--- config.mk ---
export PLATFORM = sky130hd
export DESIGN_NAME = pbr_cordic_stage
export DESIGN_NICKNAME = d
export VERILOG_FILES = /design/src/pbr_pkg.sv /design/src/pbr_cordic_stage.sv
export SDC_FILE = /design/constraint.sdc
export NUM_CORES = 1
export LEC_CHECK = 0
export BUFFER_PORTS_ARGS = -buffer_cell sky130_fd_sc_hd__buf_2
export CAP_MARGIN = 30
export CORE_MARGIN = 2
export CORE_UTILIZATION = 35
export CTS_CLUSTER_SIZE = 16
export DETAILED_ROUTE_END_ITERATION = 7
export SLEW_MARGIN = 15
export SYNTH_ARGS = -nofsm -noshare
export SYNTH_HDL_FRONTEND = slang
export SYNTH_SLANG_ARGS = --single-unit
--- constraint.sdc ---
create_clock -name clk -period 5.9 [get_ports clk]
set_clock_uncertainty 0.1 [all_clocks]
set_input_delay 1.18 -clock clk [delete_from_list [all_inputs] [get_ports clk]]
set_output_delay 1.18 -clock clk [all_outputs]
set_load 0.005 [all_outputs]
--- src/pbr_pkg.sv ---
`timescale 1ns / 1ps
// pbr_pkg: widths, gain and arctangent constants, pipeline word type and
// register indexes for point_bearing_and_range; depends on nothing
package pbr_pkg;

	localparam int COORD_WIDTH   = 32;
	localparam int ANGLE_WIDTH   = 16;
	localparam int CORDIC_STAGES = 16;
	localparam int GUARD_BITS    = 8;

	// dx/dy width, datapath width with guard bits and cordic growth headroom
	localparam int DELTA_W = COORD_WIDTH + 1;
	localparam int XW      = COORD_WIDTH + GUARD_BITS + 4;
	localparam int IDX_W   = (CORDIC_STAGES > 1) ? $clog2(CORDIC_STAGES) : 1;

	// gain multiply split: low 32 bits and the rest of the magnitude
	localparam int UX_W  = XW - 1;
	localparam int HI_W  = (UX_W > 32) ? UX_W - 32 : 1;
	localparam int UXE_W = 32 + HI_W;
	localparam int PW    = HI_W + 33;
	localparam int RW    = PW + 1;
	localparam int DIST_W = RW - GUARD_BITS;

	localparam logic [63:0] KINF_Q32  = 64'd2608131496;
	localparam logic [63:0] KCORR_Q32 = 64'd1738754331;
	localparam logic [63:0] KGAIN_64  = KINF_Q32 +
		((2 * CORDIC_STAGES < 40) ? (KCORR_Q32 >> (2 * CORDIC_STAGES)) : 64'd0);
	localparam logic [31:0] KGAIN     = KGAIN_64[31:0];

	localparam logic [31:0] QUARTER_TURN = 32'h4000_0000;
	localparam logic [31:0] HALF_TURN    = 32'h8000_0000;

	localparam logic [31:0] ATAN_TURNS [32] = '{
		32'h20000000, 32'h12E4051E, 32'h09FB385B, 32'h051111D4,
		32'h028B0D43, 32'h0145D7E1, 32'h00A2F61E, 32'h00517C55,
		32'h0028BE53, 32'h00145F2F, 32'h000A2F98, 32'h000517CC,
		32'h00028BE6, 32'h000145F3, 32'h0000A2FA, 32'h0000517D,
		32'h000028BE, 32'h0000145F, 32'h00000A30, 32'h00000518,
		32'h0000028C, 32'h00000146, 32'h000000A3, 32'h00000051,
		32'h00000029, 32'h00000014, 32'h0000000A, 32'h00000005,
		32'h00000003, 32'h00000001, 32'h00000001, 32'h00000000
	};

	localparam int CFG_IDX_W = 2;
	localparam int CFG_DW    = COORD_WIDTH;

	typedef enum logic [CFG_IDX_W-1:0] {
		REG_VIEWER_X       = 2'd0,
		REG_VIEWER_Y       = 2'd1,
		REG_VIEWER_HEADING = 2'd2,
		REG_UNUSED         = 2'd3
	} cfg_reg_t;

	typedef struct packed {
		logic               nz;
		logic signed [XW-1:0] x;
		logic signed [XW-1:0] y;
		logic [31:0]        z;
	} cordic_word_t;

	function automatic logic [31:0] atan_turn(input logic [4:0] i);
		return ATAN_TURNS[i];
	endfunction

endpackage

--- src/pbr_cordic_stage.sv ---
`timescale 1ns / 1ps
// pbr_cordic_stage: one registered vectoring micro-rotation
// depends on pbr_pkg
module pbr_cordic_stage import pbr_pkg::*; (
	input  logic             clk,
	input  logic             arst_n,
	input  logic [IDX_W-1:0] idx,
	input  logic             in_valid,
	output logic             in_ready,
	input  cordic_word_t     in_word,
	output logic             out_valid,
	input  logic             out_ready,
	output cordic_word_t     out_word
);

	logic                 v_s1;
	cordic_word_t         word_s1;
	logic signed [XW-1:0] xs, ys;
	logic [31:0]          ang;
	cordic_word_t         nxt;

	assign in_ready = !v_s1 || out_ready;

	always_comb begin
		xs     = in_word.x >>> idx;
		ys     = in_word.y >>> idx;
		ang    = atan_turn(5'(idx));
		nxt.nz = in_word.nz;
		if (!in_word.y[XW-1]) begin
			nxt.x = in_word.x + ys;
			nxt.y = in_word.y - xs;
			nxt.z = in_word.z + ang;
		end else begin
			nxt.x = in_word.x - ys;
			nxt.y = in_word.y + xs;
			nxt.z = in_word.z - ang;
		end
	end

	always_ff @(posedge clk or negedge arst_n) begin
		if (!arst_n) begin
			v_s1 <= 1'b0;
		end else if (in_ready) begin
			v_s1 <= in_valid;
		end
	end

	always_ff @(posedge clk) begin
		if (in_valid && in_ready) word_s1 <= nxt;
	end

	assign out_valid = v_s1;
	assign out_word  = word_s1;

endmodule

==> results.toml <==
[cells_and_area]
area_growth_pct = 50.4
fill_cells = 4816
stdcell_count = 3669
drive_above_1_share_pct = 44.1
final_common_cell = "buf_4"
layout_common_cells = "726 x buf_4, 251 x nand2_1, 246 x buf_2, 167 x a21oi_1, 152 x nor2_1"
stdcell_area_um2 = 26900
fin_util_pct = 53.4
fin_nets = 3248

[place]
dp_worst_setup_slack_ns = -0.646
io_buffers = 251
dp.cells = 3591
gp_congestion = 0.927
place_area_um2 = 25300
dp_hpwl_um = 55300

[grt]
grt_antenna_before_repair = 3
grt_pass1_vias = 19581
grt_use_total_pct = 24.9
grt_pass1_wl_um = 104000
grt-ovfl-total = 0
grt_start_max_net_pins = 70

[power]
p_per_area_nw_per_um2 = 226
seqPwrFrac_pct = 20.8
netSwitchingFraction_pct = 37.2
p_int_mw = 3.82
power_switching_mw = 2.26
clkPwrFrac_pct = 18.5
p_leak_nw = 12.3
ir_drop_mv = 0.167
p_comb_share_pct = 60.7

[sta]
timing.fmax_ghz = 0.169
tightest_slew_ns = 0.645
final.min_clock_period_ns = 5.93
setup_viol = 1
maxSlewHeadroom_pct = 57.0
fin_ws_ns = -0.0310
hold_viol = 0
slew_violations = 0
finalCritPeriodShare_pct = 101
rsz0062_at_grt = "true"

[floorplanning]
die_h_um = 230
dieArea_um2 = 52900
io_pins = 252
rows = 82
fp.coreArea_um2 = 50300
initial_core_util_pct = 35.5
die_w_um = 230

[clock_network]
worstSkewPairLatency_ns = 0.47
clock-root-buffer = "clkbuf_16"
path_clk_slew_ns = 0.07
cts_made_buffers = 17
htree_levels = 4
cts_hold_buffers = 0
tritoncts = "built"
cts_sinks = 122
clk_path_buf_depth = 2

[route]
route.met2.wl_um = 34200
first_pass_iters = 8
num_vias = 19705
viasPerCell = 5.37
totalWireLength_um = 68100
wl_met3_um = 3420
final_antenna_net_count = 0
wl_per_cell_um = 18.6
drt_iter0_drc = 1213
met1Wirelength_um = 28200
drc = 0
top_layer = "met4"

[logic_synthesis]
synth_edf_count = 121
synthFlopType = "edfxtp_1"
ys_seq_elements = 122
syn_nets = 2334
synth.avg_cell_area_um2 = 8.64
yosys_warnings = 0
synthCells = 2068
yosysUniqueCellTypes = 89
async_flop_share_pct = 0.820
syn_area_um2 = 17900
ys_seq_area_share_pct = 20.5

[worst_setup_path]
start_kind = "input port"
crit_path_top_delay_cell = "mux4_2"
cp_cell_sequence = "buf_16, buf_12, buf_8, mux4_2, or2_1, mux4_2, nor3_4, nand4_1, buf_4, nor2_4, buf_6, nor2_2, xor2_1, ha_1, a21o_1, a21oi_1, nor2b_1, nor4_4, o311ai_4, and3b_2, or3b_4, a31o_4, a21oi_2, xnor2_1"
arrival_ns = 6.07
worst-path-buf-inv = 5
cp_max_fo = 6
cp_top_family = "simple AND/OR/NAND/NOR gates"
cp_slowest_stage_delay_ns = 0.54
required_ns = 6.04
crit_path_frequent_cell = "mux4_2"
end_kind = "flip-flop"
critPathKind = "in -> reg"

[run_status]
violations = "negative setup slack"
status = "complete, but fails checks"

[flow_run]
cap_violations = 0

[hold_path]
hold_class = "in -> async"
repair_timing:
item | in CTS | in global routing
cloned | 0 | 3
endpoints found under the setup margin | 13 | 37
gates resized for setup | 12 | 112
pin swaps | 3 | 76
setup buffers | 1 | 40
power groups by stage:
| stage | Clock [mW] | Combinational (mW) | Sequential (mW) |
|---|---|---|---|
| after floorplan | 0 | 1.93 | 1.31 |
| after global placement | 0 | 3.46 | 1.28 |
| after detailed placement | 0 | 3.51 | 1.28 |
| after CTS | 1.16 | 3.54 | 1.27 |
| after global routing | 1.19 | 4.01 | 1.28 |
| final | 1.12 | 3.68 | 1.26 |
flip-flops by register name, summed over array words and instances (netlist names):
register   count
out_valid      1
out_word     121
area by class of cell:
cell class              instances  area (um^2)  area share (%)
diodes                          3         7.51          0.0279
clock buffers                  18          429            1.60
clock inverters                13          175           0.652
inverters                      49          199           0.740
multi-input cells            1788        14300            53.3
flip-flops and latches        122         3660            13.6
well taps                     672          841            3.13
repair buffers               1004         7250            27.0
final timing paths:
| path | cells past startpoint | slack [ns] | end | start |
|---|---|---|---|---|
| setup / recovery | 24 | -0.03 | out_word[116] | idx[0] |
| hold / removal | 1 | 0.37 | out_valid | arst_n |
| setup reg to reg | 3 | 3.81 | out_word[73] | out_valid |
| hold reg to reg | 2 | 0.44 | out_valid | out_valid |
| max in group asynchronous | 1 | 5.24 | out_valid | arst_n |
| min in group clk | 2 | 0.44 | out_valid | out_valid |
layer usage:
layer  vias to the layer above  global-route usage [%]
met5                         -                       0
met4                         0                    9.96
met3                       109                    3.73
met2                       581                    43.9
met1                      9431                    30.5
li1                       9584                       -
cells by family after synthesis:
kind of cell / after synthesis / share of synthesized area, %
AOI/OAI and AO/OA: 580 / 20.3
xor gates and xnor gates: 206 / 10.2
adders and majority gates: 137 / 9.72
buffers and inverters: 158 / 4.14
DFF: 122 / 20.5
muxes: 166 / 16.5
and+or+nand+nor: 699 / 18.6
through the flow:
step | hold WS (ns) | power (mW) | TNS, ns
2_1_floorplan | 0.437 | 3.24 | -2.11
3_3_place_gp | 0.407 | 4.75 | -18.12
3_5_place_dp | 0.447 | 4.79 | -20.98
4_1_cts | 0.329 | 5.97 | 0
5_1_grt | 0.344 | 6.49 | -1.33
6_report | 0.372 | 6.07 | -0.0310
cells in the mapped netlist, types with 9 or more instances:
library cell  count  area share (%)
ha_1            134             9.4
a31o_2            9            0.44
edfxtp_1        121              20
nand2b_1         25            0.88
a31oi_1          46             1.6
mux4_2          100              13
o21bai_1         17            0.71
nor3_1           54             1.5
inv_1            46            0.97
or3_1            12            0.42
mux2i_1          40             2.2
and2_1           26            0.91
o211ai_1         13            0.55
and3_1           41             1.4
xnor2_1         133             6.5
a21oi_1         190             5.3
a211oi_1         22            0.92
nand2_1         255             5.4
buf_1            19            0.40
a211o_1           9            0.44
mux2_2           26             1.6
buf_2            23            0.64
xor2_1           71             3.5
nor2_1          163             3.4
a21o_1           63             2.6
nand3_1          38             1.1
buf_4            13            0.55
nor2b_1          27            0.95
o21ai_0         112             3.1
clkbuf_1         46            0.97
nand4_1          18            0.63
o21a_1           26             1.1
Note: power is estimated with default switching activity, not from simulation.
