<file path="config.mk">
export PLATFORM = sky130hd
export DESIGN_NAME = pbr_scale
export DESIGN_NICKNAME = d
export VERILOG_FILES = /design/src/pbr_pkg.sv /design/src/pbr_scale.sv
export SDC_FILE = /design/constraint.sdc
export NUM_CORES = 2
export LEC_CHECK = 0
export BUFFER_PORTS_ARGS = -buffer_cell sky130_fd_sc_hd__buf_2
export CORE_ASPECT_RATIO = 2
export CORE_UTILIZATION = 58
export DETAILED_ROUTE_END_ITERATION = 12
export PLACE_DENSITY = 0.83
export SYNTH_ARGS = -nofsm -noshare
export SYNTH_HDL_FRONTEND = slang
export SYNTH_SLANG_ARGS = --single-unit
export TNS_END_PERCENT = 50
</file>
<file path="constraint.sdc">
create_clock -name clk -period 3.6 [get_ports clk]
set_clock_uncertainty 0.15 [all_clocks]
set_input_delay 0 -clock clk [delete_from_list [all_inputs] [get_ports clk]]
set_output_delay 0 -clock clk [all_outputs]
set_load 0.05 [all_outputs]
</file>
<file path="src/pbr_pkg.sv">
`timescale 1ns / 1ps
// pbr_pkg: widths, gain and arctangent constants, pipeline word type and
// register indexes for point_bearing_and_range; depends on nothing
package pbr_pkg;

	localparam int COORD_WIDTH   = 32;
	localparam int ANGLE_WIDTH   = 16;
	localparam int CORDIC_STAGES = 16;
	localparam int GUARD_BITS    = 8;

	// dx/dy width, datapath width with guard bits and cordic growth headroom
	localparam int DELTA_W = COORD_WIDTH + 1;
	localparam int XW      = COORD_WIDTH + GUARD_BITS + 4;
	localparam int IDX_W   = (CORDIC_STAGES > 1) ? $clog2(CORDIC_STAGES) : 1;

	// gain multiply split: low 32 bits and the rest of the magnitude
	localparam int UX_W  = XW - 1;
	localparam int HI_W  = (UX_W > 32) ? UX_W - 32 : 1;
	localparam int UXE_W = 32 + HI_W;
	localparam int PW    = HI_W + 33;
	localparam int RW    = PW + 1;
	localparam int DIST_W = RW - GUARD_BITS;

	localparam logic [63:0] KINF_Q32  = 64'd2608131496;
	localparam logic [63:0] KCORR_Q32 = 64'd1738754331;
	localparam logic [63:0] KGAIN_64  = KINF_Q32 +
		((2 * CORDIC_STAGES < 40) ? (KCORR_Q32 >> (2 * CORDIC_STAGES)) : 64'd0);
	localparam logic [31:0] KGAIN     = KGAIN_64[31:0];

	localparam logic [31:0] QUARTER_TURN = 32'h4000_0000;
	localparam logic [31:0] HALF_TURN    = 32'h8000_0000;

	localparam logic [31:0] ATAN_TURNS [32] = '{
		32'h20000000, 32'h12E4051E, 32'h09FB385B, 32'h051111D4,
		32'h028B0D43, 32'h0145D7E1, 32'h00A2F61E, 32'h00517C55,
		32'h0028BE53, 32'h00145F2F, 32'h000A2F98, 32'h000517CC,
		32'h00028BE6, 32'h000145F3, 32'h0000A2FA, 32'h0000517D,
		32'h000028BE, 32'h0000145F, 32'h00000A30, 32'h00000518,
		32'h0000028C, 32'h00000146, 32'h000000A3, 32'h00000051,
		32'h00000029, 32'h00000014, 32'h0000000A, 32'h00000005,
		32'h00000003, 32'h00000001, 32'h00000001, 32'h00000000
	};

	localparam int CFG_IDX_W = 2;
	localparam int CFG_DW    = COORD_WIDTH;

	typedef enum logic [CFG_IDX_W-1:0] {
		REG_VIEWER_X       = 2'd0,
		REG_VIEWER_Y       = 2'd1,
		REG_VIEWER_HEADING = 2'd2,
		REG_UNUSED         = 2'd3
	} cfg_reg_t;

	typedef struct packed {
		logic               nz;
		logic signed [XW-1:0] x;
		logic signed [XW-1:0] y;
		logic [31:0]        z;
	} cordic_word_t;

	function automatic logic [31:0] atan_turn(input logic [4:0] i);
		return ATAN_TURNS[i];
	endfunction

endpackage

</file>
<file path="src/pbr_scale.sv">
`timescale 1ns / 1ps
// pbr_scale: gain correction, rounding, saturation and bearing, two stages
// depends on pbr_pkg
module pbr_scale import pbr_pkg::*; (
	input  logic                          clk,
	input  logic                          arst_n,
	input  logic [ANGLE_WIDTH-1:0]        heading,
	input  logic                          in_valid,
	output logic                          in_ready,
	input  cordic_word_t                  in_word,
	output logic                          out_valid,
	input  logic                          out_ready,
	output logic signed [ANGLE_WIDTH-1:0] bearing,
	output logic [DELTA_W-1:0]            distance
);

	logic                  v_s1, v_s2, rdy_s1;
	logic [PW-1:0]         phi_s1;
	logic [31:0]           plo_s1;
	logic [31:0]           z_s1;
	logic                  nz_s1;
	logic [UX_W-1:0]       ux;
	logic [UXE_W-1:0]      ux_ext;
	logic [63:0]           lo_prod;
	logic [PW-1:0]         prod;
	logic [RW-1:0]         rsum;
	logic [DIST_W-1:0]     dist_rnd;
	logic [DELTA_W-1:0]    dist_sat;
	logic [31:0]           zf, b32, bsum;
	logic [ANGLE_WIDTH-1:0] bearing_s2;
	logic [DELTA_W-1:0]    dist_s2;

	assign rdy_s1   = !v_s2 || out_ready;
	assign in_ready = !v_s1 || rdy_s1;

	always_comb begin
		ux      = in_word.x[XW-1] ? '0 : in_word.x[UX_W-1:0];
		ux_ext  = UXE_W'(ux);
		lo_prod = 64'(ux_ext[31:0]) * 64'(KGAIN);
	end

	always_comb begin
		prod     = phi_s1 + PW'(plo_s1);
		rsum     = RW'(prod) + RW'(1 << (GUARD_BITS - 1));
		dist_rnd = rsum[RW-1:GUARD_BITS];
		dist_sat = (|dist_rnd[DIST_W-1:DELTA_W]) ? '1 : dist_rnd[DELTA_W-1:0];
		zf       = nz_s1 ? z_s1 : 32'd0;
		b32      = QUARTER_TURN - {heading, (32-ANGLE_WIDTH)'(0)} - zf;
		bsum     = b32 + (32'd1 << (31 - ANGLE_WIDTH));
	end

	always_ff @(posedge clk or negedge arst_n) begin
		if (!arst_n) begin
			v_s1 <= 1'b0;
			v_s2 <= 1'b0;
		end else begin
			if (in_ready) v_s1 <= in_valid;
			if (rdy_s1)   v_s2 <= v_s1;
		end
	end

	always_ff @(posedge clk) begin
		if (in_valid && in_ready) begin
			phi_s1 <= PW'(ux_ext[UXE_W-1:32]) * PW'(KGAIN);
			plo_s1 <= lo_prod[63:32];
			z_s1   <= in_word.z;
			nz_s1  <= in_word.nz;
		end
		if (v_s1 && rdy_s1) begin
			bearing_s2 <= bsum[31 -: ANGLE_WIDTH];
			dist_s2    <= nz_s1 ? dist_sat : '0;
		end
	end

	assign out_valid = v_s2;
	assign bearing   = signed'(bearing_s2);
	assign distance  = dist_s2;

endmodule

</file>
==> results of run 1 <==
## cell families after synthesis
logic type | count (synthesis) | synth area share
fa+ha+maj | 1122 | 0.567
compound gates | 413 | 0.0854
buf+inv | 970 | 0.113
mux | 3 | 0.000932
simple gates | 398 | 0.0626
xor+xnor | 107 | 0.0291
flops | 153 | 0.142
## routing by layer
metal	overflow	GRT usage
met3	0	0.268
met4	51	0.580
met5	0	0.0293
met2	76	0.776
met1	0	0.457
## through the flow
stage               instances   util
CTS                      4698  0.746
detailed placement       4589  0.704
global placement         4589  0.704
floorplan                3166      -
## Yosys cell counts, types with 3 or more instances
library cell | count | area (µm²)
xnor2_1 | 66 | 578
a41oi_1 | 3 | 26.3
and2_1 | 22 | 138
a21o_1 | 64 | 480
a31oi_1 | 17 | 106
xor2_1 | 41 | 359
clkbuf_1 | 28 | 105
and3_1 | 9 | 56.3
and4_1 | 4 | 35.0
o21ai_1 | 6 | 30.0
o21bai_1 | 10 | 75.1
nand2b_1 | 50 | 313
o21a_1 | 56 | 420
o21ai_0 | 69 | 345
nor2b_1 | 38 | 238
nor4_1 | 3 | 18.8
or2_2 | 7 | 43.8
nand4_1 | 22 | 138
nor3_1 | 17 | 85.1
a21oi_1 | 119 | 596
nor2_1 | 83 | 312
mux2i_1 | 3 | 30.0
a211oi_1 | 7 | 52.6
o211ai_1 | 12 | 90.1
inv_1 | 939 | 3520
nand2_1 | 98 | 368
nand3_1 | 30 | 150
a211o_1 | 6 | 52.6
edfxtp_1 | 151 | 4530
fa_1 | 563 | 11300
ha_1 | 559 | 6990
## timing repair
| item | 4_1_cts |
|---|---|
| pin swaps | 88 |
| hold endpoints to repair | 66 |
| buffers inserted | 34 |
| resized for setup | 216 |
| endpoints found under the setup margin | 96 |
| hold buffers | 40 |
| cloned | 4 |
==> run metrics, run 1 <==
status did not finish; stage reached global routing; Log Error [ERROR GRT-0116] Global routing finished with congestion. Check the congestion regions in the DRC Viewer.; Die Width 169 µm; #FFs+latches synth 153; Post-Synthesis Cells 3166; Die Ht 335 µm; Post-DP Area 38500 µm²; Post-Syn Area per Cell 10.2 µm²; Tot GR Track Use 0.513; sequential-to-total area share from yosys stat 0.142; YS warnings 0; Placer Congestion 1.10; vias in the first global route 33500; H-tree lvl count 4; row cnt 121; Initial Util 0.590; HPWL Detailed 94100 µm; syn nets 4429; Synth cell types 77; dpl ws -4.02 ns; TritonCTS buffer count 17; global-route wire length before repair 209000 µm; FFs w/ async S/R, synth 0.0131; Syn Std Cell Area 32200 µm²; io pins 192; global route overflow 127; Clock Tree Buf Depth 2; largest net degree at the start of global routing 76; CTS sink cnt 153; # port buffers 147; clk root buf clkbuf_16; Post-synth EDFFs 151; Synth Flop Type edfxtp_1
==> inputs of run 2 (changes only) <==
Settings changed: CORE_ASPECT_RATIO 2 to not set, CORE_UTILIZATION 58 to 40, PLACE_DENSITY 0.83 to not set, PLACE_DENSITY_LB_ADDON set to 0.15.
Clock period 3.6 ns to 4.68 ns, I/O delays scaled along.
==> run metrics, run 2 <==
status finished, violations left; violated checks setup timing; Placer Congestion 0.948; Post-Synthesis Cells 3166; area delta synth->final 25.4%; global-route wire length before repair 138000 µm; Total Wirelength 88100 µm; row cnt 103; fin crit share 1.47; clk_lat worst skew 0.45 ns; simple-gate share of the synthesized area 0.0626; Clock Tree Buf Depth 2; sequential-to-total area share from yosys stat 0.142; adder-cell share of the synthesized area 0.567; Arr. time, crit path 7.02 ns; CTS sink cnt 153; #FFs+latches synth 153; Synth Area in XOR/XNOR 0.0291; HPWL Detailed 79000 µm; nets 5143; vias in the first global route 24800; DR vias/cell 4.73; fmax 146 MHz; Final Hold Viols 0; Initial Util 0.406; Synth Flop Type edfxtp_1; Max-slew headroom 0.431; Post-synth EDFFs 151; DIE AREA 81700 µm²; # port buffers 147; Die Ht 286 µm; Final setup viols 51; CP startpoint kind input port; cell with the most instances after synthesis inv_1; critical-path maximum fanout 7; YS warnings 0; Post-Syn Area per Cell 10.2 µm²; Synth cell types 77; Hold Path Class input port to register; crit end category register; clk slew on worst S/H paths 0.07 ns; # DRC 0; post-synthesis compound-gate area fraction 0.0854; Worst Path Required 4.84 ns; CTS tree done; area share of the largest cell type after synthesis 0.350; final worst slack -2.19 ns; Crit Path Class input port to register; FFs w/ async S/R, synth 0.0131; most frequent CP cell fa_1; dpl ws -2.88 ns; wire per inst 17.8 µm; clk root buf clkbuf_16; CP peak stage delay 0.57 ns; io pins 192; Slew Limit Fails 0; RSZ-0062 raised after global routing yes; slowest cell on the critical path fa_1; max_cap viols 0; largest register by flop count phi_s1; TritonCTS buffer count 17; Syn Std Cell Area 32200 µm²; Yosys top cell by area fa_1; syn nets 4429; Synth area leaders fa_1 35%, ha_1 22%, edfxtp_1 14%, inv_1 11%, a21oi_1 1.8%; H-tree lvl count 4; global route overflow 0; min cycle time layout 6.87 ns; initial antenna violation count 3; share of post-route cells with drive strength above 1 0.239; largest family of logic cells by synthesized area adder cells; largest net degree at the start of global routing 58; post-route ant nets 0; most frequent cells in the layout 900 x inv_1, 553 x fa_1, 522 x ha_1; drt initial violations 1051; Commonest cells post-synth 939 x inv_1, 563 x fa_1, 559 x ha_1; Die Width 286 µm; core region area 79400 µm²; most common cell after layout, fill and taps aside inv_1; Tot GR Track Use 0.222; max reg flops 40; mux share of post-synthesis cell area 0.000932; Pre-antenna DRT Iters 6; via count 23400; Slew @ Worst Pin 0.832 ns
run 2: final timing paths:
check                      slack (ns)              from  cells after the start                     to
setup / recovery                -2.19      in_word[119]                     27   plo_s1[30]$_DFFE_PP_
hold / removal                   0.08       heading[14]                      5  bearing[15]$_DFFE_PP_
setup reg to reg                 0.67   nz_s1$_DFFE_PP_                     13  bearing[13]$_DFFE_PP_
hold reg to reg                  0.33  v_s1$_DFFE_PN0N_                      1  out_valid$_DFFE_PN0P_
max in group asynchronous        3.99            arst_n                      3       v_s1$_DFFE_PN0N_
min in group asynchronous        0.26            arst_n                      3  out_valid$_DFFE_PN0P_
run 2: layout make-up:
class	instances	area [µm²]
Fill cell	7495	39000
Multi-Input combinational cell	2043	25000
Timing Repair Buffer	726	5350
Sequential cell	153	4580
Inverter	939	3550
Tap cell	1050	1310
Clock buffer	19	453
Clock inverter	13	156
Antenna cell	3	7.51
run 2: cells by family (layout without fill, tap and decap cells):
group,Yosys count,after routing
flip-flops,153,153
adder cells (fa/ha/maj),1122,1122
XOR/XNOR,107,107
other,0,3
AND/OR/NAND/NOR,398,398
multiplexers,3,3
AO/OA/AOI/OAI,413,413
buffers and inverters,970,1697
run 2: metal layers:
metal / track usage / part of all wire
met4: 0.0336 / 0.013
met1: 0.319 / 0.48
met5: 0 / 0
met2: 0.366 / 0.47
met3: 0.0259 / 0.037
run 2: stage by stage:
step / util / setup TNS, ns / cells / area (µm²) / hold WS [ns]
floorplan: - / -67.76 / 3166 / 32500 / -0.446
global placement: 0.482 / -109.47 / 4852 / 38300 / -0.363
detailed placement: 0.482 / -113.44 / 4852 / 38300 / -0.364
CTS: 0.502 / -72.92 / 4932 / 39800 / 0.0596
global route: 0.509 / -76.16 / 4945 / 40400 / 0.0801
finish: 0.509 / -66.15 / 4946 / 40400 / 0.0790
run 2: timing repair:
action                                  in CTS  in global routing
endpoints found under the hold margin       38                  0
endpoints found under the setup margin      58                 58
setup buffers                               11                 14
pin swaps                                   61                 86
gates cloned                                 1                  0
hold buffers                                39                  0
gates resized for setup                    118                 97
run 2: critical path: cells and delay by family:
family | cells | cell delay (ns)
AO/OA/AOI/OAI | 4 | 0.74
adder cells (fa/ha/maj) | 9 | 4.30
buffers and inverters | 9 | 1.02
AND/OR/NAND/NOR | 5 | 0.93
Power of run 2 is left out: the tool's default activity adds up to more than one toggle a clock period on the data nets, which glitch-free logic cannot reach.
