[src/pbr_pkg.sv]
`timescale 1ns / 1ps
// pbr_pkg: widths, gain and arctangent constants, pipeline word type and
// register indexes for point_bearing_and_range; depends on nothing
package pbr_pkg;

	localparam int COORD_WIDTH   = 32;
	localparam int ANGLE_WIDTH   = 16;
	localparam int CORDIC_STAGES = 16;
	localparam int GUARD_BITS    = 8;

	// dx/dy width, datapath width with guard bits and cordic growth headroom
	localparam int DELTA_W = COORD_WIDTH + 1;
	localparam int XW      = COORD_WIDTH + GUARD_BITS + 4;
	localparam int IDX_W   = (CORDIC_STAGES > 1) ? $clog2(CORDIC_STAGES) : 1;

	// gain multiply split: low 32 bits and the rest of the magnitude
	localparam int UX_W  = XW - 1;
	localparam int HI_W  = (UX_W > 32) ? UX_W - 32 : 1;
	localparam int UXE_W = 32 + HI_W;
	localparam int PW    = HI_W + 33;
	localparam int RW    = PW + 1;
	localparam int DIST_W = RW - GUARD_BITS;

	localparam logic [63:0] KINF_Q32  = 64'd2608131496;
	localparam logic [63:0] KCORR_Q32 = 64'd1738754331;
	localparam logic [63:0] KGAIN_64  = KINF_Q32 +
		((2 * CORDIC_STAGES < 40) ? (KCORR_Q32 >> (2 * CORDIC_STAGES)) : 64'd0);
	localparam logic [31:0] KGAIN     = KGAIN_64[31:0];

	localparam logic [31:0] QUARTER_TURN = 32'h4000_0000;
	localparam logic [31:0] HALF_TURN    = 32'h8000_0000;

	localparam logic [31:0] ATAN_TURNS [32] = '{
		32'h20000000, 32'h12E4051E, 32'h09FB385B, 32'h051111D4,
		32'h028B0D43, 32'h0145D7E1, 32'h00A2F61E, 32'h00517C55,
		32'h0028BE53, 32'h00145F2F, 32'h000A2F98, 32'h000517CC,
		32'h00028BE6, 32'h000145F3, 32'h0000A2FA, 32'h0000517D,
		32'h000028BE, 32'h0000145F, 32'h00000A30, 32'h00000518,
		32'h0000028C, 32'h00000146, 32'h000000A3, 32'h00000051,
		32'h00000029, 32'h00000014, 32'h0000000A, 32'h00000005,
		32'h00000003, 32'h00000001, 32'h00000001, 32'h00000000
	};

	localparam int CFG_IDX_W = 2;
	localparam int CFG_DW    = COORD_WIDTH;

	typedef enum logic [CFG_IDX_W-1:0] {
		REG_VIEWER_X       = 2'd0,
		REG_VIEWER_Y       = 2'd1,
		REG_VIEWER_HEADING = 2'd2,
		REG_UNUSED         = 2'd3
	} cfg_reg_t;

	typedef struct packed {
		logic               nz;
		logic signed [XW-1:0] x;
		logic signed [XW-1:0] y;
		logic [31:0]        z;
	} cordic_word_t;

	function automatic logic [31:0] atan_turn(input logic [4:0] i);
		return ATAN_TURNS[i];
	endfunction

endpackage

[src/pbr_delta.sv]
`timescale 1ns / 1ps
// pbr_delta: offset from viewer and left half plane pre-rotation, two stages
// depends on pbr_pkg
module pbr_delta import pbr_pkg::*; (
	input  logic                          clk,
	input  logic                          arst_n,
	input  logic                          in_valid,
	output logic                          in_ready,
	input  logic signed [COORD_WIDTH-1:0] px,
	input  logic signed [COORD_WIDTH-1:0] py,
	input  logic signed [COORD_WIDTH-1:0] vx,
	input  logic signed [COORD_WIDTH-1:0] vy,
	output logic                          out_valid,
	input  logic                          out_ready,
	output cordic_word_t                  out_word
);

	logic                       v_s1, v_s2;
	logic signed [DELTA_W-1:0]  dx_s1, dy_s1;
	cordic_word_t               word_s2;
	logic                       rdy_s1;
	logic signed [XW-1:0]       x_ext, y_ext, x_rot, y_rot;

	assign rdy_s1   = !v_s2 || out_ready;
	assign in_ready = !v_s1 || rdy_s1;

	always_comb begin
		x_ext = XW'(dx_s1);
		y_ext = XW'(dy_s1);
		x_rot = dx_s1[DELTA_W-1] ? -x_ext : x_ext;
		y_rot = dx_s1[DELTA_W-1] ? -y_ext : y_ext;
	end

	always_ff @(posedge clk or negedge arst_n) begin
		if (!arst_n) begin
			v_s1 <= 1'b0;
			v_s2 <= 1'b0;
		end else begin
			if (in_ready) v_s1 <= in_valid;
			if (rdy_s1)   v_s2 <= v_s1;
		end
	end

	always_ff @(posedge clk) begin
		if (in_valid && in_ready) begin
			dx_s1 <= DELTA_W'(px) - DELTA_W'(vx);
			dy_s1 <= DELTA_W'(py) - DELTA_W'(vy);
		end
		if (v_s1 && rdy_s1) begin
			word_s2.nz <= (dx_s1 != '0) || (dy_s1 != '0);
			word_s2.x  <= x_rot <<< GUARD_BITS;
			word_s2.y  <= y_rot <<< GUARD_BITS;
			word_s2.z  <= dx_s1[DELTA_W-1] ? HALF_TURN : 32'd0;
		end
	end

	assign out_valid = v_s2;
	assign out_word  = word_s2;

endmodule

[config.mk]
export PLATFORM = sky130hd
export DESIGN_NAME = pbr_delta
export DESIGN_NICKNAME = d
export VERILOG_FILES = /design/src/pbr_pkg.sv /design/src/pbr_delta.sv
export SDC_FILE = /design/constraint.sdc
export NUM_CORES = 1
export LEC_CHECK = 0
export BUFFER_PORTS_ARGS = -buffer_cell sky130_fd_sc_hd__buf_2
export CAP_MARGIN = 5
export CORE_MARGIN = 2
export CORE_UTILIZATION = 32
export CTS_CLUSTER_DIAMETER = 60
export DETAILED_ROUTE_END_ITERATION = 12
export HOLD_SLACK_MARGIN = 0.15
export PLACE_DENSITY = 0.54
export SYNTH_ARGS = -nofsm -noshare
export SYNTH_HDL_FRONTEND = slang
export SYNTH_SLANG_ARGS = --single-unit
[constraint.sdc]
create_clock -name clk -period 5.9 [get_ports clk]
set_input_delay 0.59 -clock clk [delete_from_list [all_inputs] [get_ports clk]]
set_output_delay 0.59 -clock clk [all_outputs]
set_load 0.01 [all_outputs]
==> flow_summary.json, run 1 <==
{
  "status": "completed",
  "fmax_mhz": 317,
  "hold_depth": 2,
  "htreeDepth": 4,
  "layout_setup_ws_ns": 2.75,
  "antenna_cells": 0,
  "syn2layout_area_growth_pct": 20.1,
  "syn_area_um2": 9610,
  "grt_util_met3_pct": 2.43,
  "rr_startpoint": "dx_s1[2]",
  "fin_worst_skew_ns": 0.00996,
  "finalHoldViolations": 0,
  "fp.dieW_um": 177,
  "reg2reg_depth": 7,
  "netlist-cell-type-count": 64,
  "setup_viol": 0,
  "cp-startpoint": "dx_s1[2]",
  "fin_total_pwr_mw": 3.30,
  "final_area_um2": 11500,
  "grtUsageMet2_pct": 22.0,
  "antenna_found_initial": 0,
  "fp-row-count": 63,
  "endpoint": "out_word[116]",
  "cts_buffers": 17,
  "cp.arrival_ns": 3.31,
  "core_um2": 29600,
  "leakagePower_nw": 4.93,
  "clk_path_buf_depth": 2,
  "hold_path.class": "input port to flip-flop",
  "synth_edf_count": 140,
  "yosysMostFrequentCell": "edfxtp_1",
  "antenna_left": 0,
  "via_count": 7373,
  "nNetsFinal": 1357,
  "worst_pin_slew_ns": 0.995,
  "cts_resized": 0,
  "use_met1_pct": 19.5,
  "initial_utilization_pct": 32.5,
  "dr.pass1.iters": 4,
  "yosys_warnings": 0,
  "drcViolationCount": 0,
  "hpwlAfterDp_um": 17100,
  "cts_tree": "done",
  "required_ns": 6.06,
  "synthTopCellsByArea": "edfxtp_1 44%, ha_1 8.9%, xnor2_1 8.5%",
  "drive_gt1_share_pct": 21.9,
  "port_buffers": 207,
  "die-area_um2": 31400,
  "synthesis.instances": 943,
  "insertion_delay_ns": 0.41,
  "clk_pin_slew_worst_paths_ns": 0.06,
  "p_per_area_nw_per_um2": 286,
  "synth.largest_area_cell": "edfxtp_1",
  "synth_common_cells": "140 x edfxtp_1, 93 x xnor2_1, 88 x inv_1, 81 x nand2_1, 68 x ha_1",
  "post-route-util_pct": 39.0,
  "vias_per_cell": 4.73,
  "cap_violations": 0,
  "peakVddDrop_mv": 0.177,
  "async_flop_share_pct": 1.41,
  "period_share_pct": 53.4,
  "slew_viol_final": 0,
  "grt_max_degree": 75,
  "wire_per_inst_um": 14.0,
  "yosysSeqAreaShare_pct": 44.3,
  "post_cts_buffers": 0,
  "die_y_um": 177,
  "rr_endpoint": "out_word[116]",
  "worstSetupPathType": "flip-flop to flip-flop",
  "rrSetupSlack_ns": 2.75,
  "path_max_fanout": 6,
  "rsz0062_at_grt": "false",
  "netlist.area_leader.share_pct": 43.8,
  "grt_usage_pct": 13.9,
  "totalWireLength_um": 21800,
  "critPathLaunchType": "flip-flop",
  "tns_ns": 0,
  "placed_cell_area_um2": 10900,
  "io_pins": 255,
  "pre_cts_ws_ns": 2.37,
  "place.gp.congestion": 0.856,
  "setup.worst_path.end_class": "flip-flop",
  "grt_pass1_vias": 6916,
  "numClockSinks": 142,
  "syn_area_per_cell_um2": 10.2,
  "top_usage_layer": "met2",
  "min_period_ns": 3.15,
  "synthFlopType": "edfxtp_1",
  "drt_iter0_markers": 453,
  "cts_root_buffer": "clkbuf_16",
  "grt_pass1_wl_um": 34500,
  "synth_seq_cells": 142,
  "grt-ovfl-total": 0,
  "slew_headroom_pct": 33.7
}
[worst max-delay path: stages, from the launching register on]
cell and delay, ns:
edfxtp_1 0.44, nor3_1 0.60, nand2_1 0.30, nor4_1 0.50
nand2_1 0.20, nor4_1 0.41, ha_1 0.30, and2_1 0.15
[placed cells by master, fill, tap and decap left out, types with 8 or more instances in the layout]
cell type / Yosys / layout
nand2b_1: 15 / 15
xnor2_1: 93 / 93
edfxtp_1: 140 / 140
nor4_1: 12 / 12
a31oi_1: 11 / 11
conb_1: 1 / 50
xor2_1: 26 / 26
buf_2: 0 / 207
ha_1: 68 / 68
o31ai_1: 22 / 22
a21o_1: 25 / 25
a21oi_1: 57 / 57
o21ai_0: 54 / 54
inv_1: 88 / 88
nand2_1: 81 / 81
o21a_1: 9 / 9
nand4_1: 12 / 12
nand3_1: 8 / 8
clkbuf_16: 0 / 17
nor3_1: 14 / 14
nor2b_1: 12 / 12
nor2_1: 37 / 37
[metrics by stage]
| stage | cells | hold WS (ns) |
|---|---|---|
| 2_1_floorplan | 992 | 0.294 |
| 3_3_place_gp | 1525 | 0.377 |
| 3_5_place_dp | 1525 | 0.379 |
| 4_1_cts | 1558 | 0.353 |
| 5_1_grt | 1558 | 0.396 |
| 6_report | 1558 | 0.383 |
[power by group]
| part | switching, mW | total [mW] | internal (mW) |
|---|---|---|---|
| registers | 0.0889 | 1.40 | 1.31 |
| clock network | 0.420 | 1.15 | 0.725 |
| logic | 0.427 | 0.751 | 0.324 |
| total | 0.936 | 3.30 | 2.36 |
[state kept, by name, indices dropped and copies added (netlist names)]
signal	flops
v_s1	1
out_valid	1
out_word	74
dx_s1	33
dy_s1	33
[kinds of logic (layout without fill, tap and decap cells)]
kind of cell	count (synthesis)	count (layout)	synth area share, %
compound gates	227	227	15.5
xor+xnor	119	119	10.9
fa+ha+maj	70	70	9.27
buf+inv	155	331	8.08
flops	142	142	44.3
other cells	1	50	0.0390
simple gates	229	229	12.0
[cell type report]
type	count	area, µm²
Fill cell	2988	18000
Clock inverter	12	185
Multi-Input combinational cell	695	4760
Inverter	89	334
Timing Repair Buffer	210	1060
Sequential cell	142	4250
Clock buffer	20	447
Tap cell	390	488
[metal layers]
layer	vias to the layer above	part of all wire [%]
li1	3725	-
met1	3475	48
met2	162	47
met3	11	4.3
met4	0	0.91
met5	-	0
[how the worst min path moves through the flow]
| stage | to | slack [ns] | from |
|---|---|---|---|
| global placement | out_valid | 0.38 | arst_n |
| CTS | v_s1 | 0.35 | in_valid |
| detailed placement | out_valid | 0.38 | arst_n |
| finish | v_s1 | 0.38 | in_valid |
| floorplan | out_valid | 0.29 | arst_n |
| global route | v_s1 | 0.40 | in_valid |
[repair_timing]
item                       in CTS  in global routing
hold buffers                    1                  0
setup endpoints to repair       0                  0
hold endpoints to repair        2                  0
No activity file was read; power rests on OpenSTA's default activity.
==> inputs of run 2 (changes only) <==
--- a/config.mk
+++ b/config.mk
@@ -5,6 +5,7 @@
 export SDC_FILE = /design/constraint.sdc
 export NUM_CORES = 1
 export LEC_CHECK = 0
+export ABC_AREA = 1
 export BUFFER_PORTS_ARGS = -buffer_cell sky130_fd_sc_hd__buf_2
 export CAP_MARGIN = 5
 export CORE_MARGIN = 2
==> constraint.sdc (replaced) <==
create_clock -name clk -period 2.55 [get_ports clk]
set_input_delay 0.255 -clock clk [delete_from_list [all_inputs] [get_ports clk]]
set_output_delay 0.255 -clock clk [all_outputs]
set_load 0.01 [all_outputs]
==> run 2 against run 1 <==
  * Routed wire length increased by 46%
  * Non-clock buffer count up 5
  * Sequential share of layout area down 6.9 points
  * Via count is 45% higher
  * Worst hold slack worse by 0.17 ns
  * Setup slack worse by 2.3 ns
  * Die area grew 25%
  * Synthesized cell count up 88%
  * Cell count is 62% higher
  * Critical path depth rose by 4
==> flow_summary.json, run 2 <==
{
  "synth_seq_cells": 142,
  "grt_pass1_wl_um": 50900,
  "antenna_found_initial": 1,
  "syn_area_per_cell_um2": 6.80,
  "finalHoldViolations": 0,
  "setup.worst_path.end_class": "flip-flop",
  "clk_pin_slew_worst_paths_ns": 0.06,
  "place.gp.congestion": 0.853,
  "grt_usage_pct": 16.6,
  "period_share_pct": 81.8,
  "drt_iter0_markers": 545,
  "cts_buffers": 17,
  "instances_no_fill": 2524,
  "synth_common_cells": "661 x nand2_1, 381 x inv_1, 153 x nor2_1, 140 x edfxtp_1, 86 x nand3_1",
  "cap_violations": 0,
  "worstHoldEndpoint": "dx_s1[0]",
  "vias_per_cell": 4.24,
  "hold_depth": 3,
  "grt_max_degree": 75,
  "layout.cells.most_common": "nand2_1",
  "fmax_mhz": 479,
  "syn_area_um2": 12100,
  "core_um2": 37400,
  "layout_common_cells": "661 x nand2_1, 380 x inv_1, 207 x buf_2",
  "cts_root_buffer": "clkbuf_16",
  "yosysSeqAreaShare_pct": 35.3,
  "slew_headroom_pct": 63.7,
  "syn2layout_area_growth_pct": 17.7,
  "fin_worst_skew_ns": 0.00835,
  "cp.arrival_ns": 2.27,
  "cts_resized": 0,
  "die-area_um2": 39300,
  "fp.dieW_um": 198,
  "wl_met1_um": 17400,
  "grt_pass1_vias": 9987,
  "peakVddDrop_mv": 0.437,
  "rr_startpoint": "dx_s1[0]",
  "synthesis.instances": 1774,
  "dr_wl_met3_um": 1580,
  "drcViolationCount": 0,
  "crit_chain": "inv_1 > ha_1 > nand4_4 > nor2_4 > nand2_2 > nor2_1 > nand4_1 > nor2_1 > ha_1 > nand2_1 > inv_1",
  "drive_gt1_share_pct": 14.6,
  "wire_per_inst_um": 12.7,
  "initial_utilization_pct": 32.3,
  "htreeDepth": 4,
  "dr.pass1.iters": 5,
  "path_max_fanout": 5,
  "cpPeakStageDelay_ns": 0.37,
  "reg2reg_depth": 11,
  "netlist-cell-type-count": 44,
  "rr_endpoint": "out_word[116]",
  "async_flop_share_pct": 1.41,
  "clk_path_buf_depth": 2,
  "die_y_um": 198,
  "nNetsFinal": 2202,
  "synthFlopType": "edfxtp_1",
  "tns_ns": 0,
  "insertion_delay_ns": 0.43,
  "slew_viol_final": 0,
  "hpwlAfterDp_um": 26900,
  "netlist.area_leader.share_pct": 34.8,
  "setup_viol": 0,
  "hold_path.class": "input port to flip-flop",
  "io_pins": 255,
  "dp.cells": 2488,
  "cts_tree": "done",
  "crit_slowest_cell": "edfxtp_1",
  "synth_edf_count": 140,
  "numClockSinks": 142,
  "rrSetupSlack_ns": 0.46,
  "synth.largest_area_cell": "edfxtp_1",
  "antenna_left": 0,
  "num-fill-cells": 4040,
  "via_count": 10700,
  "min_from": "vx[0]",
  "fp-row-count": 71,
  "p_per_area_nw_per_um2": 564,
  "grt-ovfl-total": 0,
  "worst_pin_slew_ns": 0.543,
  "leakagePower_nw": 7.85,
  "yosysMostFrequentCell": "nand2_1",
  "critPathLaunchType": "flip-flop",
  "worstSetupPathType": "flip-flop to flip-flop",
  "largest_reg_flops": 74,
  "synthTopCellsByArea": "edfxtp_1 35%, nand2_1 21%, inv_1 12%",
  "status": "completed",
  "yosys_warnings": 0,
  "port_buffers": 207,
  "required_ns": 2.73,
  "rsz0062_at_grt": "false",
  "wl_met2_um": 12600,
  "min_period_ns": 2.09,
  "totalWireLength_um": 32000,
  "highest-signal-layer": "met4"
}
==> run 2: cell types whose count changed after synthesis, sizes merged, moves of 32 or more <==
cell and change:
o21ai -40, nand3 +83, nand2 +591, nor2 +135, xnor2 -81, inv +295, xor2 +32
==> run 2: metrics by stage <==
step	hold WS [ns]	utilization (%)	cell area [µm²]	power (mW)	worst slack, ns
2_1_floorplan	-0.0406	-	12300	4.88	0.105
5_1_grt	0.214	38.0	14200	8.56	0.237
4_1_cts	0.189	38.0	14200	8.12	0.436
3_3_place_gp	0.0402	36.3	13600	5.67	0.402
3_5_place_dp	0.0446	36.3	13600	5.69	0.377
6_report	0.210	38.0	14200	8.01	0.464
==> run 2: how the worst max path moves through the flow <==
stage                     slack (ns)       endpoint       from
after floorplan                 0.10       dx_s1[0]  out_valid
after global placement          0.40      dy_s1[24]      py[0]
after detailed placement        0.38      dy_s1[24]      py[0]
after CTS                       0.44  out_word[116]   dx_s1[0]
after global routing            0.24  out_word[116]   dx_s1[0]
final                           0.46  out_word[116]   dx_s1[0]
==> run 2: logic make-up after synthesis <==
family	share of synthesized area, %
buffers and inverters	15.3
and+or+nand+nor	33.7
xor gates and xnor gates	5.14
adders and majority gates	7.38
AOI/OAI and AO/OA	3.25
other	0.0311
DFF	35.3
==> run 2: cell type report <==
cell class | count | area (µm²) | area share (%)
Antenna cell | 1 | 2.50 | 0.0176
Tap cell | 511 | 639 | 4.50
Timing Repair Buffer | 215 | 1130 | 7.96
Inverter | 384 | 1440 | 10.1
Sequential cell | 142 | 4250 | 29.9
Clock inverter | 13 | 141 | 0.995
Multi-Input combinational cell | 1240 | 6170 | 43.4
Clock buffer | 18 | 429 | 3.02
==> run 2: timing repair <==
action	in CTS	in global routing
buffers inserted	0	0
endpoints found under the hold margin	4	0
hold buffers	4	0
==> run 2: critical path, delay by kind of cell (launching register included) <==
family,cells,cell delay (ns)
adders and majority gates,2,0.53
DFF,1,0.37
buffers and inverters,2,0.14
and+or+nand+nor,7,0.78
==> run 2: per-layer routing <==
metal | vias to the layer above | track usage, %
met5 | - | 0
met4 | 0 | 4.37
met3 | 21 | 2.33
met2 | 256 | 24.0
met1 | 4677 | 25.7
li1 | 5760 | -
==> run 2: power breakdown <==
| part | leakage (nW) | internal (mW) | switching [mW] |
|---|---|---|---|
| clock network | 0.262 | 1.43 | 0.956 |
| registers | 1.37 | 3.06 | 0.205 |
| logic | 6.22 | 0.809 | 1.55 |
| total | 7.85 | 5.30 | 2.71 |
==> inputs of run 3 (changes only) <==
==> constraint.sdc (replaced) <==
create_clock -name clk -period 1.76 [get_ports clk]
set_input_delay 0.176 -clock clk [delete_from_list [all_inputs] [get_ports clk]]
set_output_delay 0.176 -clock clk [all_outputs]
set_load 0.01 [all_outputs]
==> run 3 against run 2 <==
  * The run now ends with negative setup slack left
  * Critical endpoint unchanged
  * Sequential power rose by 44%
  * Maximum frequency rose by 11%
  * Setup slack got worse by 0.59 ns
  * Routed wire length rose by 1.8%
  * Global-route usage rose by 0.27 points
  * Largest power group unchanged
  * Flip-flop and latch count did not move
  * Largest cell class unchanged
  * Non-clock buffer count rose by 156
==> flow_summary.json, run 3 (same netlist as run 2, synthesis figures left out) <==
{
  "grt_util_met3_pct": 2.11,
  "swShare_pct": 31.9,
  "cts_tree": "done",
  "finalHoldViolations": 0,
  "post-route-util_pct": 42.1,
  "core_um2": 37400,
  "nNetsFinal": 2358,
  "layout_common_cells": "651 x nand2_1, 375 x inv_1, 207 x buf_2",
  "worstSetupPathType": "flip-flop to flip-flop",
  "internal_power_mw": 8.73,
  "critPathLaunchType": "flip-flop",
  "slew_headroom_pct": 64.6,
  "layout_setup_ws_ns": -0.121,
  "die-area_um2": 39300,
  "grt-ovfl-total": 0,
  "place.gp.congestion": 0.874,
  "initial_utilization_pct": 32.3,
  "hpwlAfterDp_um": 27300,
  "grt_pass1_vias": 10600,
  "dr.pass1.iters": 5,
  "cts_buffers": 17,
  "min_period_ns": 1.88,
  "leakagePower_nw": 8.69,
  "rsz0062_at_grt": "true",
  "p_per_area_nw_per_um2": 814,
  "drcViolationCount": 0,
  "grtUsageMet2_pct": 24.5,
  "clock_power_share_pct": 31.7,
  "failed_checks": "negative setup slack",
  "multi_input_area_um2": 6380,
  "period_share_pct": 107,
  "whs_ns": 0.208,
  "setup_viol": 17,
  "hold_path.class": "input port to flip-flop",
  "largest_reg_flops": 74,
  "die_y_um": 198,
  "worst_pin_slew_ns": 0.530,
  "drt_iter0_markers": 613,
  "vias_per_cell": 4.19,
  "setup.worst_path.end_class": "flip-flop",
  "fp-row-count": 71,
  "fmax_mhz": 531,
  "rrSetupSlack_ns": -0.12,
  "placed_cell_area_um2": 14700,
  "via_count": 11200,
  "insertion_delay_ns": 0.43,
  "num-fill-cells": 3964,
  "syn2layout_area_growth_pct": 30.5,
  "slew_viol_final": 0,
  "grt_max_degree": 75,
  "register_area_um2": 4260,
  "antenna_found_initial": 0,
  "fin_worst_skew_ns": 0.0214,
  "layout.cells.most_common": "nand2_1",
  "cp.arrival_ns": 2.07,
  "switchingPower_mw": 4.09,
  "htreeDepth": 4,
  "comb_power_share_pct": 31.6,
  "status": "finished, violations left",
  "wire_per_inst_um": 12.1,
  "antenna_left": 0,
  "clk_path_buf_depth": 2,
  "path_max_fanout": 2,
  "cts_root_buffer": "clkbuf_16",
  "p_seq_share_pct": 36.7,
  "port_buffers": 207,
  "cap_violations": 0,
  "drive_gt1_share_pct": 22.9,
  "top_usage_layer": "met1",
  "numClockSinks": 142,
  "io_pins": 255,
  "fp.dieW_um": 198,
  "required_ns": 1.94,
  "final_area_um2": 15700,
  "dp.cells": 2624,
  "totalWireLength_um": 32500,
  "antenna_cells": 0,
  "instances_no_fill": 2680,
  "use_met1_pct": 26.4,
  "grt_usage_pct": 16.9,
  "peakVddDrop_mv": 0.649,
  "grt_pass1_wl_um": 52500,
  "clk_pin_slew_worst_paths_ns": 0.06
}
-- run 3: cell types whose count changed in the layout (fill, tap and decap cells not counted), moves of 4 or more --
cell        previous run  this run
bufinv_16              2         6
nor2_4                 6        14
nor2_1               153       133
inv_1                380       375
inv_2                  4         8
clkinvlp_4             5         1
nand2_2               11        21
buf_6                  0         7
nand3_1               86        81
nand3_2                4         8
nand2_1              661       651
buf_4                  2       147
nor2_2                14        26
-- run 3: area by class of cell --
| cell class | instances | share of cell area [%] |
|---|---|---|
| Tap cell | 511 | 4.06 |
| Inverter | 384 | 9.18 |
| Clock buffer | 19 | 2.75 |
| Clock inverter | 13 | 1.50 |
| Timing Repair Buffer | 371 | 15.0 |
| Multi-Input combinational cell | 1240 | 40.5 |
| Sequential cell | 142 | 27.0 |
-- run 3: routing by layer --
metal	share of wire, %	up-vias
li1	-	6074
met1	55	4910
met2	40	228
met3	4.2	16
met4	0.87	0
met5	0	-
-- run 3: worst paths after layout --
path                           start       endpoint  depth (start not counted)
max                         dx_s1[0]  out_word[116]                         11
min                            vy[0]       dy_s1[0]                          3
max reg2reg                 dx_s1[0]  out_word[116]                         11
min reg2reg                out_valid      out_valid                          2
max in group asynchronous     arst_n      out_valid                          3
min in group asynchronous     arst_n           v_s1                          3
-- run 3: power by group through the flow --
stage / clock [mW] / combinational (mW) / sequential (mW)
after floorplan: 0 / 2.23 / 4.85
after global placement: 0 / 3.90 / 4.77
after detailed placement: 0 / 3.93 / 4.77
after CTS: 4.17 / 3.97 / 4.70
after global routing: 4.30 / 4.60 / 4.76
final: 4.06 / 4.06 / 4.71
-- run 3: critical path, stage by stage (launching register included) --
cell and delay, ns:
edfxtp_1 0.39, inv_2 0.10, ha_4 0.15, nand4_4 0.12, nor2_4 0.12, nand2_2 0.07
nor2_1 0.08, nand4_1 0.11, nor2_2 0.15, ha_1 0.25, nand2_1 0.07, inv_1 0.04
-- run 3: what timing repair did --
action                                 in CTS  in global routing
pin swaps                                   3                 18
resized for setup                           9                 51
endpoints found under the hold margin       5                  0
setup endpoints to repair                  11                 36
setup buffers                               1                 17
hold buffers                                6                  0
-- run 3: per-stage QoR --
| stage | setup slack [ns] | setup TNS [ns] | total power, mW |
|---|---|---|---|
| 5_1_grt | -0.255 | -4.09 | 13.7 |
| 6_report | -0.121 | -1.04 | 12.8 |
| 3_3_place_gp | -0.256 | -4.75 | 8.67 |
| 3_5_place_dp | -0.309 | -5.45 | 8.70 |
| 2_1_floorplan | -0.385 | -44.65 | 7.08 |
| 4_1_cts | -0.134 | -0.230 | 12.8 |
